## src/hdl/tcc_pkg.sv

```systemverilog
// Shared constants and types for the triangle circumcenter core.
`default_nettype none

package tcc_pkg;

    // Default coordinate width in bits, two's complement.
    localparam int COORD_WIDTH = 32;

    // Per-transaction flags that travel alongside the divider data.
    typedef struct packed {
        logic degen;
        logic neg_x;
        logic neg_y;
        logic big_x;
        logic big_y;
    } tcc_flags_t;

endpackage

`default_nettype wire

```

## src/hdl/tcc_div_cell.sv

```systemverilog
// One restoring-division cell: decides one quotient bit for both coordinates.
`default_nettype none

module tcc_div_cell #(
    parameter int W    = tcc_pkg::COORD_WIDTH,
    parameter int STEP = 0
) (
    input  logic                    clk,
    input  logic                    rst_n,
    input  logic                    up_valid,
    output logic                    up_ready,
    input  logic [3*W+4:0]          rem_x_in,
    input  logic [3*W+4:0]          rem_y_in,
    input  logic [2*W+3:0]          den_in,
    input  logic [W:0]              qx_in,
    input  logic [W:0]              qy_in,
    input  logic signed [W-1:0]     base_x_in,
    input  logic signed [W-1:0]     base_y_in,
    input  tcc_pkg::tcc_flags_t     flags_in,
    output logic                    dn_valid,
    input  logic                    dn_ready,
    output logic [3*W+4:0]          rem_x_out,
    output logic [3*W+4:0]          rem_y_out,
    output logic [2*W+3:0]          den_out,
    output logic [W:0]              qx_out,
    output logic [W:0]              qy_out,
    output logic signed [W-1:0]     base_x_out,
    output logic signed [W-1:0]     base_y_out,
    output tcc_pkg::tcc_flags_t     flags_out
);

    localparam int RW = 3 * W + 5;

    logic          valid_reg;
    logic          en;
    logic [RW:0]   dsh, trial_x, trial_y;
    logic [RW-1:0] rem_x_next, rem_y_next;
    logic [W:0]    qx_next, qy_next;

    logic [RW-1:0]       rem_x_reg, rem_y_reg;
    logic [2*W+3:0]      den_reg;
    logic [W:0]          qx_reg, qy_reg;
    logic signed [W-1:0] base_x_reg, base_y_reg;
    tcc_pkg::tcc_flags_t flags_reg;

    assign en       = !valid_reg || dn_ready;
    assign up_ready = en;

    always_comb
    begin
        dsh        = (RW + 1)'(den_in) << STEP;
        trial_x    = {1'b0, rem_x_in} - dsh;
        trial_y    = {1'b0, rem_y_in} - dsh;
        rem_x_next = trial_x[RW] ? rem_x_in : trial_x[RW-1:0];
        rem_y_next = trial_y[RW] ? rem_y_in : trial_y[RW-1:0];
        qx_next       = qx_in;
        qy_next       = qy_in;
        qx_next[STEP] = !trial_x[RW];
        qy_next[STEP] = !trial_y[RW];
    end

    always_ff @(posedge clk or negedge rst_n)
    begin
        if (!rst_n)
        begin
            valid_reg <= 1'b0;
        end
        else if (en)
        begin
            valid_reg <= up_valid;
        end
    end

    always_ff @(posedge clk)
    begin
        if (en)
        begin
            rem_x_reg  <= rem_x_next;
            rem_y_reg  <= rem_y_next;
            den_reg    <= den_in;
            qx_reg     <= qx_next;
            qy_reg     <= qy_next;
            base_x_reg <= base_x_in;
            base_y_reg <= base_y_in;
            flags_reg  <= flags_in;
        end
    end

    assign dn_valid   = valid_reg;
    assign rem_x_out  = rem_x_reg;
    assign rem_y_out  = rem_y_reg;
    assign den_out    = den_reg;
    assign qx_out     = qx_reg;
    assign qy_out     = qy_reg;
    assign base_x_out = base_x_reg;
    assign base_y_out = base_y_reg;
    assign flags_out  = flags_reg;

endmodule

`default_nettype wire

```

## config.mk

```make
export PLATFORM = sky130hd
export DESIGN_NAME = tcc_div_cell
export DESIGN_NICKNAME = d
export VERILOG_FILES = /design/src/hdl/tcc_pkg.sv /design/src/hdl/tcc_div_cell.sv
export SDC_FILE = /design/constraint.sdc
export NUM_CORES = 1
export LEC_CHECK = 0
export BUFFER_PORTS_ARGS = -buffer_cell sky130_fd_sc_hd__buf_2
export CAP_MARGIN = 20
export CORE_AREA = 2 2 319 321
export CTS_CLUSTER_SIZE = 30
export DETAILED_ROUTE_END_ITERATION = 12
export DIE_AREA = 0 0 321 323
export GPL_TIMING_DRIVEN = 0
export PLACE_DENSITY = 0.52
export SLEW_MARGIN = 20
export SYNTH_ARGS = -nofsm -noshare
export SYNTH_HDL_FRONTEND = slang
export SYNTH_SLANG_ARGS = --single-unit
```

## constraint.sdc

```tcl
create_clock -name clk -period 18.2 [get_ports clk]
set_input_delay 0 -clock clk [delete_from_list [all_inputs] [get_ports clk]]
set_output_delay 0 -clock clk [all_outputs]
set_load 0.02 [all_outputs]
```

==> results of run 1 <==
## cell families after synthesis
group / synth area share
flops: 0.5091
xor+xnor: 0.06915
buf+inv: 0.03502
fa+ha+maj: 0.07276
compound gates: 0.1681
mux: 0.002352
simple gates: 0.1435
## layer usage
metal	global-route usage	vias up
li1	-	11407
met1	0.2671	11539
met2	0.3694	996
met3	0.04859	159
met4	0.05483	24
met5	0	-
## worst min path at each step
stage	from	end	slack, ps	cells past startpoint
after floorplan	rst_n	dn_valid$_DFFE_PN0P_	-300	0
after global routing	flags_in[3]	flags_out[3]$_DFFE_PP_	30	2
after detailed placement	rst_n	dn_valid$_DFFE_PN0P_	-220	1
after CTS	qx_in[19]	qx_out[19]$_DFFE_PP_	0.5	2
final	base_y_in[13]	base_y_out[13]$_DFFE_PP_	60	2
after global placement	rst_n	dn_valid$_DFFE_PN0P_	-220	1
## flip-flops by register name (all words and copies together) (netlist names)
register	flops
qy_out	33
flags_out	5
base_x_out	32
dn_valid	1
base_y_out	32
rem_x_out	101
qx_out	33
rem_y_out	101
den_out	68
## final cells by class
cell class                      instances  area, um^2
Antenna cell                           14       35.03
Timing Repair Buffer                 1271        8796
Inverter                              129       486.7
Clock buffer                           63        1371
Clock inverter                         32       365.4
Multi-Input combinational cell       1731       10940
Fill cell                           10261       64540
Tap cell                             1309        1638
Sequential cell                       406       12190
Buffer                                 85       356.6
## metrics by stage
| stage | instances | total power [mW] | worst slack, ps | hold WS, ps | util |
|---|---|---|---|---|---|
| after floorplan | 2351 | 1.686 | 7530 | -295.6 | - |
| after global placement | 4471 | 2.028 | 1508 | -224.0 | 0.2942 |
| after detailed placement | 4479 | 1.994 | 12770 | -223.4 | 0.2967 |
| after CTS | 5026 | 3.157 | 12840 | 0.4505 | 0.3588 |
| after global routing | 5030 | 3.265 | 12640 | 25.24 | 0.3590 |
| final | 5040 | 3.124 | 12860 | 55.62 | 0.3592 |
## repair_timing
action	CTS	global route
endpoints found under the hold margin	405	0
gates resized for setup	0	0
setup endpoints to repair	0	0
hold buffers	452	0
## where the power goes
group          leakage (nW)  switching [mW]  internal (mW)  total [mW]
Sequential             4.08          0.0271           1.16        1.19
Combinational          10.0           0.554          0.318       0.872
Clock                 0.843           0.451          0.611        1.06
## cell usage in the layout (no fill, tap or decap), types with 54 or more instances in the layout
master and count:
clkbuf_1 76, xor2_1 67, inv_1 127, edfxtp_1 405
nand4_1 57, xnor2_1 122, o21ai_0 166, ha_1 136
buf_2 820, nand3_1 54, nand2_1 262, nor2_1 183
a21oi_1 257, dlygate4sd3_1 452
## critical path, stage by stage
cell and delay, ps:
dlygate4sd3_1 530, buf_2 120, inv_1 70, ha_1 430, a21oi_1 550, o21ai_0 240
a221oi_1 340, o21ai_0 190, a221oi_1 680, a21oi_1 300, nor2_1 260, buf_2 400
inv_2 210, clkbuf_2 430, clkbuf_1 400, a21oi_1 530
==> impl_metrics.tcl, run 1 <==
set metrics [dict create \
    gp_congestion 0.9281 \
    ff2ff_setup_slack_ps 15790 \
    syn_area_um2 23940 \
    topRoutingLayerUsed "met5" \
    drt-initial-drc-count 1991 \
    start_util 0.2377 \
    detail_route.drc_violations 0 \
    cellPowerDensity_nw_per_um2 86.34 \
    synth.top_cells.by_area "edfxtp_1 (51%), ha_1 (7.1%), a21oi_1 (5.4%)" \
    cts.sinks 406 \
    rows 117 \
    syn_avg_cell_area_um2 10.18 \
    fin_crit_ps 5338 \
    number_of_flip_flops_and_latches_in_the_synthesized_netlist 406 \
    layout.cell_area.non_filler_um2 36180 \
    grt_usage 0.2134 \
    detail_route.first_pass.iterations 5 \
    ctsHtreeMaxLevel 2 \
    endpoint "rem_y_out[48]$_DFFE_PP_" \
    flip_flop_cell_with_the_highest_count_after_synthesis "edfxtp_1" \
    synthToLayoutAreaGrowth_pct 51.14 \
    hold_path.class "in -> reg" \
    max_freq_ghz 0.1873 \
    synth_top_area_share 0.5080 \
    antenna_violating_nets_post_route 0 \
    grt_setup_unrepaired "false" \
    max_cap_violation_count 0 \
    worstPathMaxFanout 10 \
    worst_r2r_path_depth 4 \
    p_leak_nw 14.92 \
    hpwlAfterDp_um 93170 \
    via_count_of_the_first_global_routing_pass 23715 \
    synth_async_sr_flop_share 0.002463 \
    num_vias 24125 \
    seq_area_frac_synth 0.5091 \
    synth_enable_flop_cells 405 \
    port_buffers 811 \
    timing.final.crit_share 0.2933 \
    via_per_inst 4.787 \
    critical_path_arrival_ps 5700 \
    grt_antenna_before_repair 27 \
    worst_ir_drop_vdd_v 0.00006877 \
    worstSetupEndpointType "flip-flop" \
    fp.dieW_um 321 \
    met1Wirelength_um 47650 \
    cts_root_buffer "clkbuf_16" \
    cts_setup_buffers 0 \
    core_um2 100700 \
    grt_remaining_overflow 0 \
    synthMostInstantiatedCell "edfxtp_1" \
    totalNegativeSetupSlack_ps 0 \
    drv_slew 0 \
    instance_count_of_the_mapped_netlist 2351 \
    synth_fp_nets 2898 \
    die-area_um2 103700 \
    io_pins 816 \
    crit_path_start_kind "input port" \
    grt_pass1_wl_um 162500 \
    cts_buffer_depth 3 \
    cts_tree "built" \
    max-slew-margin-rel 0.2216 \
    yosys-top-cells-count "edfxtp_1 (405), nand2_1 (262), a21oi_1 (257), nor2_1 (183), o21ai_0 (166)" \
    met2RoutedLength_um 55830 \
    wl_per_cell_um 22.83 \
    route.met3.wl_um 8480 \
    largest_net_degree_at_the_start_of_global_routing 58 \
    regToRegEndpoint "den_out[31]$_DFFE_PP_" \
    synth_area_leader_cell "edfxtp_1" \
    die_h_um 323 \
    wirelength_um 115100 \
    critPathKind "in -> reg" \
    clk_pin_slew_worst_paths_ps 60 \
    critical_path.reg2reg.startpoint "dn_valid$_DFFE_PN0P_" \
    crit_path_start "den_in[18]" \
    finalHoldViolCount 0 \
    final.setup_skew_ps 35.00 \
    worst_skew_pair_later_pin_latency_ps 650 \
    setup_viol 0 \
    synth.yosys.warnings 0 \
    design.final.nets 4222 \
    placement.cell_area_um2 29880 \
    max_slew.worst_pin.slew_ps 1155 \
    critical_path_required_ps 18560 \
    status "finished, final reports clean" \
    synth.distinct_cells 76 \
    drive_gt1_frac 0.2550 \
    numCtsBuffers 51 \
]
Power figures use the tool's default switching activity.
==> run 2: changes to the inputs <==
Settings changed: CORE_AREA 2 2 319 321 to 2 2 316 318, DIE_AREA 0 0 321 323 to 0 0 318 320, PLACE_DENSITY 0.52 to 0.54.
Clock period 18.2 ns to 4.3 ns, I/O delays scaled along.
==> run 2 against run 1 <==
Compared with the run above:
- the flow now finishes with violations (setup timing)
- worst hold slack lost 15 ps
- critical path type unchanged
- setup slack lost 13000 ps
- largest cell class unchanged
- clock power grew to 3.9 times the previous value
- largest power group unchanged
==> impl_metrics.tcl, run 2 (same netlist as run 1, synthesis figures left out) <==
set metrics [dict create \
    worst_hold_slack_ps 40.83 \
    wirelength_um 114000 \
    detail_route.drc_violations 0 \
    critical_path.reg2reg.startpoint "dn_valid$_DFFE_PN0P_" \
    rows 115 \
    grt_usage 0.2151 \
    hpwlAfterDp_um 91760 \
    io_pins 816 \
    crit_path_start_kind "input port" \
    gp_congestion 0.9268 \
    cts.sinks 406 \
    grt_remaining_overflow 0 \
    worst_ir_drop_vdd_v 0.0002940 \
    drv_slew 0 \
    worstSetupEndpointType "flip-flop" \
    cts_buffer_depth 3 \
    max_slew.worst_pin.slew_ps 1105 \
    cp_top_family "compound AO/OA/AOI/OAI gates" \
    crit_chain "buf_2 > dlygate4sd3_1 > ha_1 > nor2b_1 > o211ai_1 > a311oi_2 > o311ai_1 > a31o_2 > o21bai_1 > a31oi_1 > nor3_1 > or4b_2 > xnor2_1" \
    synthToLayoutAreaGrowth_pct 49.63 \
    largest_net_degree_at_the_start_of_global_routing 58 \
    critPathKind "in -> reg" \
    numCtsBuffers 50 \
    drt-initial-drc-count 2256 \
    wl_per_cell_um 22.86 \
    path_buf_inv 2 \
    design.final.nets 4192 \
    die_h_um 320 \
    violations "setup timing" \
    max-slew-margin-rel 0.2443 \
    mostFrequentLayoutCells "buf_2 (818), dlygate4sd3_1 (419), edfxtp_1 (405)" \
    antenna_violating_nets_post_route 0 \
    worst_skew_pair_later_pin_latency_ps 610 \
    drive_gt1_frac 0.2609 \
    final.setup_skew_ps 9.883 \
    mostFrequentLayoutCell "buf_2" \
    grt_use_met2 0.3677 \
    start_util 0.2443 \
    status "finished, violations left" \
    fin_crit_ps 4344 \
    critical_path_required_ps 4670 \
    via_per_inst 4.842 \
    num_vias 24140 \
    post-route-util 0.3655 \
    grt_antenna_before_repair 27 \
    core_um2 97990 \
    cts_tree "built" \
    fin_ws_ps -44.31 \
    die-area_um2 101800 \
    timing.final.crit_share 1.010 \
    ctsHtreeMaxLevel 2 \
    min_delay_worst_endpoint "rem_x_out[4]$_DFFE_PP_" \
    clk_pin_slew_worst_paths_ps 60 \
    cpMaxStageDelayCell "o311ai_1" \
    p_leak_nw 14.76 \
    worstPathMaxFanout 4 \
    port_buffers 811 \
    ff2ff_setup_slack_ps 1970 \
    cellPowerDensity_nw_per_um2 358.4 \
    placement.cell_area_um2 29840 \
    grt_util_met1 0.2684 \
    via_count_of_the_first_global_routing_pass 23724 \
    grt_use_met3 0.05541 \
    worstHoldPathCells 4 \
    critical_path_arrival_ps 4720 \
    max_cap_violation_count 0 \
    gr-max-usage-layer "met2" \
    worst_r2r_path_depth 4 \
    power_after_layout_mw 12.84 \
    hold_path.class "in -> reg" \
    setup_viol 1 \
    layout.cell_area.non_filler_um2 35820 \
    cts_root_buffer "clkbuf_16" \
    grt_pass1_wl_um 161900 \
    detail_route.first_pass.iterations 5 \
    regToRegEndpoint "base_x_out[5]$_DFFE_PP_" \
    finalHoldViolCount 0 \
    fp.dieW_um 318 \
    cp_slowest_stage_delay_ps 820 \
    min-delay-start "rem_x_in[4]" \
    max_freq_ghz 0.2302 \
]
run 2: cell types whose count changed in the layout (fill, tap and decap cells not counted), moves of 4 or more:
| cell | change |
|---|---|
| clkbuf_1 | -5 |
| dlygate4sd3_1 | -33 |
| clkbuf_8 | -5 |
| nor3_1 | -4 |
| nor3_2 | +4 |
| clkinv_1 | +4 |
run 2: cell type report:
class / instances / area, um^2
Clock buffer: 57 / 1299
Sequential cell: 406 / 12190
Tap cell: 1287 / 1610
Buffer: 85 / 370.4
Antenna cell: 15 / 37.54
Inverter: 129 / 486.7
Timing Repair Buffer: 1242 / 8501
Clock inverter: 34 / 287.8
Fill cell: 9933 / 62170
Multi-Input combinational cell: 1731 / 11040
run 2: routing by layer:
layer  up-vias  wire [um]
li1      11348          -
met1     11576      46980
met2      1016      54850
met3       172       9095
met4        28       2867
met5         -        169
run 2: worst max-delay path by stage:
stage | from | endpoint | depth (start not counted)
3_3_place_gp | den_in[27] | rem_y_out[48]$_DFFE_PP_ | 15
2_1_floorplan | dn_valid$_DFFE_PN0P_ | base_x_out[0]$_DFFE_PP_ | 1
5_1_grt | rem_x_in[32] | rem_x_out[87]$_DFFE_PP_ | 14
6_report | rem_x_in[2] | rem_x_out[94]$_DFFE_PP_ | 13
3_5_place_dp | den_in[27] | rem_y_out[48]$_DFFE_PP_ | 15
4_1_cts | rem_x_in[7] | rem_x_out[87]$_DFFE_PP_ | 14
run 2: tightest hold or removal path, stage by stage:
cell	delay (ps)
buf_2	90
ha_1	220
xnor2_1	100
o21ai_0	130
run 2: repair_timing:
item | 4_1_cts | 5_1_grt
endpoints found under the setup margin | 52 | 70
gates cloned | 0 | 0
setup buffers | 0 | 4
resized for setup | 5 | 25
hold buffers | 415 | 4
pin swaps | 0 | 2
endpoints found under the hold margin | 405 | 4
run 2: power by group:
part	total [mW]	switching, mW	internal, mW	leakage [nW]
sequential	5.03	0.115	4.92	4.08
clock	4.13	1.77	2.36	0.770
combinational	3.68	2.34	1.34	9.92
run 2: through the flow:
stage	setup WS (ps)	cells	setup TNS, ps
after floorplan	508.4	2351	0
after global placement	-1633	4449	-461650
after detailed placement	-1192	4457	-84090
after CTS	11.02	4963	0
after global routing	-27.13	4981	-27.13
final	-44.31	4986	-44.31
